**src/hw/rtl/knn_pkg.sv**
```systemverilog
// package: shared types and constants of the nearest neighbor search
`timescale 1ns / 1ps
package knn_pkg;
	localparam int MAX_POINTS    = 1024;
	localparam int MAX_NEIGHBORS = 16;
	localparam int COORD_BITS    = 16;
	localparam int IDX_BITS      = $clog2(MAX_POINTS);
	localparam int CNT_BITS      = $clog2(MAX_POINTS + 1);
	localparam int SLOT_BITS     = $clog2(MAX_NEIGHBORS);
	localparam int FILL_BITS     = $clog2(MAX_NEIGHBORS + 1);
	localparam int DIST_BITS     = 2 * COORD_BITS + 1;
	localparam int KCFG_BITS     = 5;

	localparam logic [1:0] MODE_LOAD  = 2'd0;
	localparam logic [1:0] MODE_QUERY = 2'd1;
	localparam logic [1:0] MODE_CLEAR = 2'd2;

	typedef struct packed {
		logic [1:0]                    mode;
		logic signed [COORD_BITS-1:0] coord_x;
		logic signed [COORD_BITS-1:0] coord_y;
	} in_item_t;

	typedef struct packed {
		logic [IDX_BITS-1:0]           neighbor_index;
		logic signed [COORD_BITS-1:0] neighbor_x;
		logic signed [COORD_BITS-1:0] neighbor_y;
		logic [DIST_BITS-1:0]          squared_distance;
		logic                          last_neighbor;
	} out_item_t;

	// controller to datapath
	typedef struct packed {
		logic                 take_item;  // capture input item
		logic                 load_wr;    // write captured point to store
		logic                 clear;      // empty the store
		logic                 list_clr;   // empty the best list
		logic                 rd_emit;    // read store at best slot
		logic                 scan_inc;   // advance scan index
		logic                 insert;     // consider distance of the s3 point
		logic                 emit_inc;   // advance emit slot
	} knn_cmd_t;

	// datapath to controller
	typedef struct packed {
		logic [1:0] mode;
		logic       store_full;
		logic       store_empty;
		logic       scan_last;   // scan index is on the last stored point
		logic       emit_last;   // emit slot is on the last kept entry
	} knn_sts_t;
endpackage

```
**src/hw/rtl/knn_ctrl.sv**
```systemverilog
// controller: sequences load, clear, scan and result emission
`timescale 1ns / 1ps
module knn_ctrl import knn_pkg::*; (
	input  logic     clk,
	input  logic     arst_n,
	input  logic     in_valid,
	output logic     in_stall,
	output logic     out_valid,
	input  logic     out_stall,
	input  knn_sts_t sts,
	output knn_cmd_t cmd,
	output logic     busy
);
	localparam logic [2:0] ST_IDLE  = 3'd0;
	localparam logic [2:0] ST_DEC   = 3'd1;
	localparam logic [2:0] ST_SCAN  = 3'd2;
	localparam logic [2:0] ST_DRAIN = 3'd3;
	localparam logic [2:0] ST_RD    = 3'd4;
	localparam logic [2:0] ST_OUT   = 3'd5;

	logic [2:0] state_q;
	logic [1:0] drain_q;
	logic       accept;
	logic       ins_s1, ins_s2, ins_s3;

	assign in_stall  = (state_q != ST_IDLE);
	assign accept    = in_valid && !in_stall;
	assign out_valid = (state_q == ST_OUT);
	assign busy      = (state_q != ST_IDLE);

	// command decode
	always_comb begin
		cmd = '0;
		cmd.take_item = accept;
		case (state_q)
			ST_DEC: begin
				cmd.load_wr  = (sts.mode == MODE_LOAD) && !sts.store_full;
				cmd.clear    = (sts.mode == MODE_CLEAR);
				cmd.list_clr = (sts.mode == MODE_QUERY);
			end
			ST_SCAN:  cmd.scan_inc = 1'b1;
			ST_RD:    cmd.rd_emit  = 1'b1;
			// keep reading the emitted slot so a stalled result holds
			ST_OUT: begin
				cmd.rd_emit  = 1'b1;
				cmd.emit_inc = !out_stall;
			end
			default:  ;
		endcase
		cmd.insert = ins_s3;
	end

	// track scan reads through the three stage distance pipe
	always_ff @(posedge clk or negedge arst_n) begin
		if (!arst_n) begin
			ins_s1 <= 1'b0;
			ins_s2 <= 1'b0;
			ins_s3 <= 1'b0;
		end else begin
			ins_s1 <= (state_q == ST_SCAN);
			ins_s2 <= ins_s1;
			ins_s3 <= ins_s2;
		end
	end

	// state register
	always_ff @(posedge clk or negedge arst_n) begin
		if (!arst_n) begin
			state_q <= ST_IDLE;
			drain_q <= '0;
		end else begin
			case (state_q)
				ST_IDLE: if (accept) state_q <= ST_DEC;
				ST_DEC: begin
					if (sts.mode == MODE_QUERY && !sts.store_empty)
						state_q <= ST_SCAN;
					else
						state_q <= ST_IDLE;
				end
				ST_SCAN: begin
					if (sts.scan_last) begin
						state_q <= ST_DRAIN;
						drain_q <= 2'd3;
					end
				end
				ST_DRAIN: begin
					drain_q <= drain_q - 1'b1;
					if (drain_q == 2'd1)
						state_q <= ST_RD;
				end
				ST_RD: state_q <= ST_OUT;
				ST_OUT: begin
					if (!out_stall)
						state_q <= sts.emit_last ? ST_IDLE : ST_RD;
				end
				default: state_q <= ST_IDLE;
			endcase
		end
	end
endmodule

```
**config.mk**
```make
export PLATFORM = sky130hd
export DESIGN_NAME = knn_ctrl
export DESIGN_NICKNAME = d
export VERILOG_FILES = /design/src/hw/rtl/knn_pkg.sv /design/src/hw/rtl/knn_ctrl.sv
export SDC_FILE = /design/constraint.sdc
export NUM_CORES = 1
export LEC_CHECK = 0
export BUFFER_PORTS_ARGS = -buffer_cell sky130_fd_sc_hd__buf_2
export CORE_AREA = 2 2 39 41
export DETAILED_ROUTE_END_ITERATION = 16
export DIE_AREA = 0 0 41 43
export GPL_TIMING_DRIVEN = 0
export PLACE_DENSITY_LB_ADDON = 0.3
export SYNTH_ARGS = -nofsm -noshare
export SYNTH_HDL_FRONTEND = slang
export SYNTH_SLANG_ARGS = --single-unit
```
**constraint.sdc**
```tcl
create_clock -name clk -period 1.8 [get_ports clk]
set_clock_uncertainty 0.2 [all_clocks]
set_input_delay 0.27 -clock clk [delete_from_list [all_inputs] [get_ports clk]]
set_output_delay 0.27 -clock clk [all_outputs]
set_load 0.05 [all_outputs]
```
# == After elaboration in Yosys (flattened, before gate mapping) ==
# Index checks and enable logic that the tools add are counted.
# totals
ff_bits,8
# classes
n_addsub,1
n_eq_ne,12
n_mux,13
reduce_logical,14
# op_table
operator,count
2-to-1 mux 3 bit,6
case mux 3 bit (6 select lines),1
"!= test 2 bit, second input constant",4
"== test 3 x 2 -> 1 bit, second input constant",2
"== test 3 bit, second input constant",2
"== test 2 x 1 -> 1 bit, second input constant",2
logical NOT 1 bit,4
2-to-1 mux 2 bit,2
case mux 2 bit (2 select lines),1
AND reduction 4 bit,1
"== test 3 x 1 -> 1 bit, second input constant",1
logical AND 1 bit,3
logical NOT 3 bit,1
2-to-1 mux 1 bit,3
nonzero test 3 bit,1
"== test 2 bit, second input constant",1
logical NOT 2 bit,1
AND reduction 2 bit,1
nonzero test 2 bit,1
OR reduction 2 bit,1
"subtractor 2 x 1 -> 2 bit, second input constant",1

# == Longest topological paths before layout ==
# Gate-level depths: netlist of run 1.
# depth
word_depth,5
depth_mapped,5

# == Least setup slack after synthesis of run 1 ==
# No wires, ideal clock.
# synth_path
path_kind,flip-flop to output port
from,register state_q[1]
to,output port cmd[4] (netlist name)
arrival_ps,1707
required_ps,1330
setup_slack_ps,-377
stages_incl_launch_ff,4
n_path_buf,1
cell_sequence,dfrtp_1 > buf_6 > nand2b_4 > nor3_1
# synth_rtl
item,line_no,source
start: declaration,knn_ctrl.sv:21,logic [2:0] state_q;
start signal: assignment,knn_ctrl.sv:94,state_q <= sts.emit_last ? ST_IDLE : ST_RD;
end: declaration,knn_ctrl.sv:11,"output knn_cmd_t cmd,"

==> metrics.txt, run 1 <==
# TYPE chip_impl_metric gauge
chip_impl_info{name="synth_largest_area_cell",value="sky130_fd_sc_hd__dfrtp_1"} 1
chip_impl_metric{name="die_y",unit="um"} 43
chip_impl_info{name="post_synth_main_area_contributors",value="sky130_fd_sc_hd__dfrtp_1 (44%), sky130_fd_sc_hd__buf_4 (4.9%), sky130_fd_sc_hd__nor2_1 (4.9%)"} 1
chip_impl_metric{name="drv_cap",unit=""} 0
chip_impl_info{name="most_used_dff_post_synth",value="sky130_fd_sc_hd__dfrtp_1"} 1
chip_impl_metric{name="dp_hpwl",unit="um"} 683
chip_impl_metric{name="cts.sinks",unit=""} 8
chip_impl_metric{name="finalWeightedCongestion",unit=""} 0.749
chip_impl_info{name="synth.cells.most_frequent",value="sky130_fd_sc_hd__dfrtp_1 (8), sky130_fd_sc_hd__nor2_1 (6), sky130_fd_sc_hd__inv_1 (5), sky130_fd_sc_hd__nand2_1 (5), sky130_fd_sc_hd__o21ai_0 (4)"} 1
chip_impl_metric{name="insertion_delay",unit="ns"} 0.24
chip_impl_metric{name="cts.reportedPaths.clkPinSlew",unit="ns"} 0.05
chip_impl_metric{name="std_cell_rows",unit=""} 14
chip_impl_metric{name="tritoncts.num_buffers",unit=""} 3
chip_impl_metric{name="final_period_minus_worst_setup_slack",unit="ns"} 1.93
chip_impl_info{name="yosys.cell_count.top_type",value="sky130_fd_sc_hd__dfrtp_1"} 1
chip_impl_metric{name="ys_seq_area_share",unit="%"} 44.0
chip_impl_metric{name="grt_overflow",unit=""} 0
chip_impl_metric{name="total_nets_after_synthesis",unit=""} 61
chip_impl_metric{name="route.antenna.remaining_nets",unit=""} 0
chip_impl_metric{name="pin_count_of_the_biggest_net_entering_global_routing",unit=""} 11
chip_impl_info{name="cts_tree",value="done"} 1
chip_impl_metric{name="grt_antenna_before_repair",unit=""} 0
chip_impl_metric{name="grt_pass1_wl",unit="um"} 1640
chip_impl_metric{name="final-max-slew-violation-count",unit=""} 0
chip_impl_metric{name="post-route-period-util",unit="%"} 107
chip_impl_info{name="grt_setup_unrepaired",value="true"} 1
chip_impl_metric{name="power.leakage",unit="nW"} 0.366
chip_impl_metric{name="synth.ff_latch_count",unit=""} 8
chip_impl_metric{name="floorplan.die_area",unit="um2"} 1760
chip_impl_metric{name="insertedDiodeCount",unit=""} 0
chip_impl_metric{name="synth.yosys.warnings",unit=""} 0
chip_impl_metric{name="finalInstanceArea",unit="um2"} 749
chip_impl_metric{name="drtIter0Drc",unit=""} 4
chip_impl_info{name="holdCritPathClass",value="input port to register"} 1
chip_impl_info{name="violations",value="negative setup slack"} 1
chip_impl_metric{name="drt-pass1-iter-count",unit=""} 3
chip_impl_metric{name="globalRouteTotalUtil",unit="%"} 13.9
chip_impl_metric{name="critPathRequiredTime",unit="ns"} 1.33
chip_impl_metric{name="post-synth-top-area-fraction",unit="%"} 44.0
chip_impl_metric{name="total_drc_errors_in_the_routed_layout",unit=""} 0
chip_impl_info{name="worstSetupPathType",value="register to primary output"} 1
chip_impl_metric{name="die_x",unit="um"} 41
chip_impl_metric{name="netlist-cell-type-count",unit=""} 24
chip_impl_metric{name="initial_util",unit="%"} 32.9
chip_impl_metric{name="wire_per_inst",unit="um"} 10.3
chip_impl_metric{name="power-per-cell-area",unit="nW/um2"} 1790
chip_impl_info{name="status",value="finished with violations"} 1
chip_impl_info{name="ctsRootBufferMaster",value="sky130_fd_sc_hd__clkbuf_4"} 1
chip_impl_metric{name="setup_total_negative_slack",unit="ns"} -0.320
chip_impl_metric{name="postLayoutSetupSlackWorst",unit="ns"} -0.132
chip_impl_metric{name="via_per_instance_ratio",unit=""} 4.65
chip_impl_metric{name="detailroute.via_count",unit=""} 428
chip_impl_metric{name="clockBufferDepth",unit=""} 2
chip_impl_metric{name="io-pin-count",unit=""} 21
chip_impl_metric{name="setup_viol",unit=""} 5
chip_impl_metric{name="worst_pin_slew",unit="ns"} 0.302
chip_impl_metric{name="crit_arrival",unit="ns"} 1.46
chip_impl_metric{name="number_of_global_route_vias_before_repair",unit=""} 410
chip_impl_metric{name="layout-drive-gt1-share",unit="%"} 57.9
chip_impl_info{name="setup.worst_path.end_class",value="primary output"} 1
chip_impl_metric{name="maxClockFrequency",unit="MHz"} 518
chip_impl_metric{name="post-route-util",unit="%"} 54.2
chip_impl_metric{name="synthesis.area_per_instance",unit="um2"} 9.11
chip_impl_metric{name="maxSlewHeadroom",unit="%"} 79.6
chip_impl_metric{name="pre_cts_ws",unit="ns"} -0.0436
chip_impl_metric{name="vdd_drop_max",unit="V"} 0.000809
chip_impl_metric{name="port-buffer-count",unit=""} 20
chip_impl_metric{name="dpl_cell_area",unit="um2"} 599
chip_impl_metric{name="netlist_instances",unit=""} 50
chip_impl_metric{name="area_delta_synth_final",unit="%"} 64.6
chip_impl_metric{name="final_nets",unit=""} 89
chip_impl_metric{name="cts_max_level",unit=""} 1
chip_impl_metric{name="async_flop_share",unit="%"} 100
chip_impl_metric{name="number_of_synthesized_flops_with_an_enable_pin",unit=""} 0
chip_impl_metric{name="finalHoldViolations",unit=""} 0
chip_impl_metric{name="highest_fanout_seen_on_the_critical_path",unit=""} 4
chip_impl_metric{name="drt_wirelength",unit="um"} 951
chip_impl_metric{name="synth.cell_area",unit="um2"} 455
chip_impl_metric{name="core_area",unit="um2"} 1380
chip_impl_info{name="start_kind",value="register"} 1
-- state kept, by name, summed over array words and instances, names as in the netlist --
signal / flops
state_q: 3
drain_q: 2
ins_s1: 1
ins_s2: 1
ins_s3: 1
-- worst max-delay path: stages (launching register included) --
cell and delay [ns]:
sky130_fd_sc_hd__dfrtp_2 0.43, sky130_fd_sc_hd__nand2b_4 0.15, sky130_fd_sc_hd__or3_4 0.35, sky130_fd_sc_hd__nor3_4 0.12, sky130_fd_sc_hd__buf_6 0.18
-- layout make-up --
class                      count  area, um2
multi-input combinational     31        241
tap                           16       20.0
buffer                         2       18.8
timing repair buffer          27        224
inverter                       5       18.8
sequential                     8        204
fill                         129        634
clock buffer                   3       22.5
-- repair_timing --
item	in CTS	in global routing
hold endpoints to repair	8	1
buffers inserted	3	2
hold buffers	1	1
pin swaps	4	5
endpoints found under the setup margin	7	10
resized for setup	20	16
-- layout by cell type, fill, tap and decap left out --
| cell type | count |
|---|---|
| sky130_fd_sc_hd__inv_2 | 1 |
| sky130_fd_sc_hd__nor2_4 | 1 |
| sky130_fd_sc_hd__a21oi_1 | 1 |
| sky130_fd_sc_hd__a32oi_1 | 1 |
| sky130_fd_sc_hd__nor3_4 | 3 |
| sky130_fd_sc_hd__buf_4 | 7 |
| sky130_fd_sc_hd__mux2i_1 | 1 |
| sky130_fd_sc_hd__inv_1 | 4 |
| sky130_fd_sc_hd__buf_2 | 10 |
| sky130_fd_sc_hd__buf_8 | 2 |
| sky130_fd_sc_hd__o21ai_0 | 4 |
| sky130_fd_sc_hd__nor2_1 | 2 |
| sky130_fd_sc_hd__nand2b_1 | 1 |
| sky130_fd_sc_hd__nand2b_4 | 1 |
| sky130_fd_sc_hd__nand2_1 | 5 |
| sky130_fd_sc_hd__and2b_1 | 1 |
| sky130_fd_sc_hd__dfrtp_1 | 5 |
| sky130_fd_sc_hd__dlygate4sd3_1 | 2 |
| sky130_fd_sc_hd__or3_4 | 2 |
| sky130_fd_sc_hd__dfrtp_2 | 3 |
| sky130_fd_sc_hd__o31ai_1 | 1 |
| sky130_fd_sc_hd__buf_6 | 8 |
| sky130_fd_sc_hd__ha_1 | 1 |
| sky130_fd_sc_hd__nor2b_1 | 1 |
| sky130_fd_sc_hd__nor2_2 | 3 |
| sky130_fd_sc_hd__o41ai_1 | 1 |
| sky130_fd_sc_hd__nand3b_1 | 1 |
| sky130_fd_sc_hd__clkbuf_4 | 3 |
-- worst paths after layout --
check | start | slack (ns) | endpoint | depth (start not counted)
worst max-delay path | state_q[1]$_DFFE_PN0P_ | -0.13 | cmd[6] | 4
worst min register to register | ins_s2$_DFF_PN0_ | 0.15 | ins_s3$_DFF_PN0_ | 0
min in group asynchronous | arst_n | 0.19 | drain_q[1]$_DFFE_PN0P_ | 2
worst max register to register | state_q[2]$_DFFE_PN0P_ | 0.41 | state_q[0]$_DFFE_PN0P_ | 4
worst min-delay path | sts[0] | 0.13 | state_q[2]$_DFFE_PN0P_ | 4
max in group asynchronous | arst_n | 1.04 | state_q[1]$_DFFE_PN0P_ | 2
-- per-layer routing --
layer | track usage [%] | vias up | part of all wire [%]
met5 | 0 | - | 0
met4 | 6.00 | 0 | 1.4
met3 | 6.28 | 2 | 3.8
met2 | 21.3 | 11 | 55
met1 | 16.0 | 198 | 40
li1 | - | 217 | -
-- power breakdown --
part / internal, mW / switching, mW / total (mW)
sequential: 0.264 / 0.0611 / 0.325
combinational: 0.382 / 0.504 / 0.886
clock: 0.0758 / 0.0542 / 0.130
total: 0.722 / 0.620 / 1.34
-- per-stage QoR --
step	total power, mW	hold WS [ns]	std cells
floorplan	0.897	-0.226	50
global placement	1.01	-0.0846	86
detailed placement	1.03	-0.0840	86
CTS	1.31	0.00780	91
global route	1.45	0.161	92
finish	1.34	0.134	92
-- cell families after synthesis --
family | Yosys count | synth area share, %
AOI/OAI and AO/OA | 8 | 11.0
adders and majority gates | 1 | 2.75
buffers and inverters | 11 | 13.7
DFF | 8 | 44.0
muxes | 1 | 2.20
and+or+nand+nor | 21 | 26.4
Power figures use the tool's default switching activity.
==> run 2: changes to the inputs <==
--- a/config.mk
+++ b/config.mk
@@ -9,7 +9,6 @@
 export CORE_AREA = 2 2 39 41
 export DETAILED_ROUTE_END_ITERATION = 16
 export DIE_AREA = 0 0 41 43
-export GPL_TIMING_DRIVEN = 0
 export PLACE_DENSITY_LB_ADDON = 0.3
 export SYNTH_ARGS = -nofsm -noshare
 export SYNTH_HDL_FRONTEND = slang
==> run 2 against run 1 <==
Compared with the run above:
- the flow still finishes with violations (negative setup slack)
- wire length is 2.6% higher
- first-iteration DRC count shrank 50%
- power is 2.8% lower
- critical path type unchanged
- highest routed layer unchanged
==> metrics.txt, run 2 (synthesis results as in run 1) <==
# TYPE chip_impl_metric gauge
chip_impl_info{name="status",value="finished with violations"} 1
chip_impl_info{name="violations",value="negative setup slack"} 1
chip_impl_metric{name="critical_path.max_stage_delay",unit="ns"} 0.39
chip_impl_metric{name="power.total",unit="mW"} 1.30
chip_impl_metric{name="setup_total_negative_slack",unit="ns"} -0.298
chip_impl_info{name="mostFrequentLayoutCell",value="sky130_fd_sc_hd__buf_2"} 1
chip_impl_metric{name="critPathRequiredTime",unit="ns"} 1.33
chip_impl_metric{name="placedCellCount",unit=""} 85
chip_impl_metric{name="insertedDiodeCount",unit=""} 0
chip_impl_metric{name="power_dissipated_by_switching_net_loads",unit="uW"} 610
chip_impl_metric{name="grt_antenna_before_repair",unit=""} 0
chip_impl_metric{name="clockBufferDepth",unit=""} 2
chip_impl_metric{name="grt_overflow",unit=""} 0
chip_impl_info{name="cp_slowest_cell",value="sky130_fd_sc_hd__dfrtp_1"} 1
chip_impl_info{name="critical_path.top_delay_family",value="simple AND/OR/NAND/NOR gates"} 1
chip_impl_metric{name="vdd_drop_max",unit="V"} 0.000785
chip_impl_metric{name="final-max-slew-violation-count",unit=""} 0
chip_impl_metric{name="route.antenna.remaining_nets",unit=""} 0
chip_impl_info{name="grt_setup_unrepaired",value="true"} 1
chip_impl_metric{name="dp_hpwl",unit="um"} 726
chip_impl_metric{name="crit_arrival",unit="ns"} 1.45
chip_impl_metric{name="hold_slack",unit="ns"} 0.114
chip_impl_info{name="mostFrequentLayoutCells",value="sky130_fd_sc_hd__buf_2 (10), sky130_fd_sc_hd__buf_6 (9), sky130_fd_sc_hd__buf_4 (9), sky130_fd_sc_hd__dfrtp_1 (8), sky130_fd_sc_hd__nand2_1 (5)"} 1
chip_impl_info{name="ctsRootBufferMaster",value="sky130_fd_sc_hd__clkbuf_4"} 1
chip_impl_metric{name="cts.reportedPaths.clkPinSlew",unit="ns"} 0.06
chip_impl_metric{name="layout-drive-gt1-share",unit="%"} 53.8
chip_impl_metric{name="wire_per_inst",unit="um"} 10.4
chip_impl_metric{name="power-per-cell-area",unit="nW/um2"} 1740
chip_impl_metric{name="power.leakage",unit="nW"} 0.374
chip_impl_metric{name="final_period_minus_worst_setup_slack",unit="ns"} 1.92
chip_impl_metric{name="cts_max_level",unit=""} 1
chip_impl_metric{name="maxSlewHeadroom",unit="%"} 83.3
chip_impl_metric{name="grt_pass1_wl",unit="um"} 1640
chip_impl_metric{name="io-pin-count",unit=""} 21
chip_impl_metric{name="setup_viol",unit=""} 3
chip_impl_metric{name="drt_wirelength",unit="um"} 976
chip_impl_info{name="cp_cell_sequence",value="nand2b_4 -> or3_4 -> nor3_4 -> buf_6"} 1
chip_impl_info{name="holdCritPathClass",value="input port to register"} 1
chip_impl_metric{name="cts.sinks",unit=""} 8
chip_impl_metric{name="seqPwrFrac",unit="%"} 23.3
chip_impl_metric{name="std_cell_rows",unit=""} 14
chip_impl_metric{name="postLayoutSetupSlackWorst",unit="ns"} -0.123
chip_impl_metric{name="detailroute.via_count",unit=""} 415
chip_impl_metric{name="largest_reg_flops",unit=""} 3
chip_impl_metric{name="comb_power_share",unit="%"} 66.1
chip_impl_metric{name="switching_share",unit="%"} 46.8
chip_impl_metric{name="pin_count_of_the_biggest_net_entering_global_routing",unit=""} 9
chip_impl_metric{name="post-route-period-util",unit="%"} 107
chip_impl_metric{name="finalHoldViolations",unit=""} 0
chip_impl_info{name="worstSetupPathType",value="register to primary output"} 1
chip_impl_info{name="largest_registers",value="state_q (3), drain_q (2)"} 1
chip_impl_metric{name="total_drc_errors_in_the_routed_layout",unit=""} 0
chip_impl_metric{name="power_frac_clock",unit="%"} 10.6
chip_impl_metric{name="core_area",unit="um2"} 1380
chip_impl_info{name="setup.worst_path.end_class",value="primary output"} 1
chip_impl_metric{name="initial_util",unit="%"} 32.9
chip_impl_metric{name="finalWeightedCongestion",unit=""} 0.752
chip_impl_metric{name="finalNonFillerCells",unit=""} 94
chip_impl_metric{name="internal_power",unit="uW"} 695
chip_impl_metric{name="number_of_global_route_vias_before_repair",unit=""} 410
chip_impl_metric{name="maxClockFrequency",unit="MHz"} 520
chip_impl_metric{name="globalRouteTotalUtil",unit="%"} 14.4
chip_impl_info{name="start_kind",value="register"} 1
chip_impl_metric{name="drv_cap",unit=""} 0
chip_impl_metric{name="highest_fanout_seen_on_the_critical_path",unit=""} 3
chip_impl_metric{name="drtIter0Drc",unit=""} 2
chip_impl_metric{name="tritoncts.num_buffers",unit=""} 3
chip_impl_metric{name="worst_pin_slew",unit="ns"} 0.248
chip_impl_metric{name="die_x",unit="um"} 41
chip_impl_metric{name="drt-pass1-iter-count",unit=""} 4
chip_impl_info{name="cts_tree",value="done"} 1
chip_impl_metric{name="via_per_instance_ratio",unit=""} 4.41
chip_impl_info{name="largest-register",value="state_q"} 1
chip_impl_metric{name="insertion_delay",unit="ns"} 0.26
chip_impl_metric{name="port-buffer-count",unit=""} 20
chip_impl_metric{name="area_delta_synth_final",unit="%"} 64.3
chip_impl_metric{name="worst-path-buf-inv",unit=""} 1
chip_impl_metric{name="final_nets",unit=""} 91
chip_impl_metric{name="floorplan.die_area",unit="um2"} 1760
chip_impl_metric{name="die_y",unit="um"} 43
[run 2: per-layer routing]
layer	vias up	track usage, %	share of wire (%)
met2	9	19.7	50
met3	2	3.14	3.3
met5	-	0	0
li1	218	-	-
met4	0	12.0	1.2
met1	186	18.3	45
[run 2: per-stage QoR]
stage               cell area (um2)  utilization (%)  worst slack [ns]
floorplan                       479                -           -0.0758
global placement                593             42.9            0.0679
detailed placement              593             42.9            0.0419
CTS                             694             50.2            -0.137
global route                    748             54.1            -0.176
finish                          748             54.1            -0.123
[run 2: power groups by stage]
stage               clock [mW]  sequential (mW)  combinational (mW)
detailed placement           0            0.312               0.689
floorplan                    0            0.281               0.616
global route             0.159            0.318               0.929
global placement             0            0.309               0.686
finish                   0.138            0.304               0.862
CTS                      0.143            0.305               0.780
[run 2: final timing paths]
path / from / end / slack, ns / cells past startpoint
worst min-delay path: sts[0] / state_q[2]$_DFFE_PN0P_ / 0.11 / 4
worst min register to register: ins_s2$_DFF_PN0_ / ins_s3$_DFF_PN0_ / 0.14 / 0
max in group asynchronous: arst_n / drain_q[0]$_DFFE_PN0P_ / 1.04 / 2
worst max-delay path: state_q[1]$_DFFE_PN0P_ / cmd[6] / -0.12 / 4
min in group asynchronous: arst_n / drain_q[1]$_DFFE_PN0P_ / 0.18 / 2
worst max register to register: state_q[1]$_DFFE_PN0P_ / state_q[0]$_DFFE_PN0P_ / 0.16 / 7
[run 2: worst min-delay path, cell delays in order]
cell and delay, ns:
sky130_fd_sc_hd__buf_2 0.10, sky130_fd_sc_hd__inv_1 0.03, sky130_fd_sc_hd__o21ai_0 0.07, sky130_fd_sc_hd__o21ai_0 0.07
[run 2: layout make-up]
class / count / area, um2
fillers: 127 / 636
repair buffers: 31 / 254
multi-input cells: 31 / 233
flip-flops and latches: 8 / 200
clock buffers: 3 / 22.5
well taps: 16 / 20.0
inverters: 5 / 18.8
[run 2: what timing repair did]
item | CTS | global route
buffers inserted | 2 | 2
gates resized for setup | 15 | 15
pin swaps | 2 | 3
hold buffers | 2 | 0
setup endpoints to repair | 8 | 10
hold endpoints to repair | 9 | 0
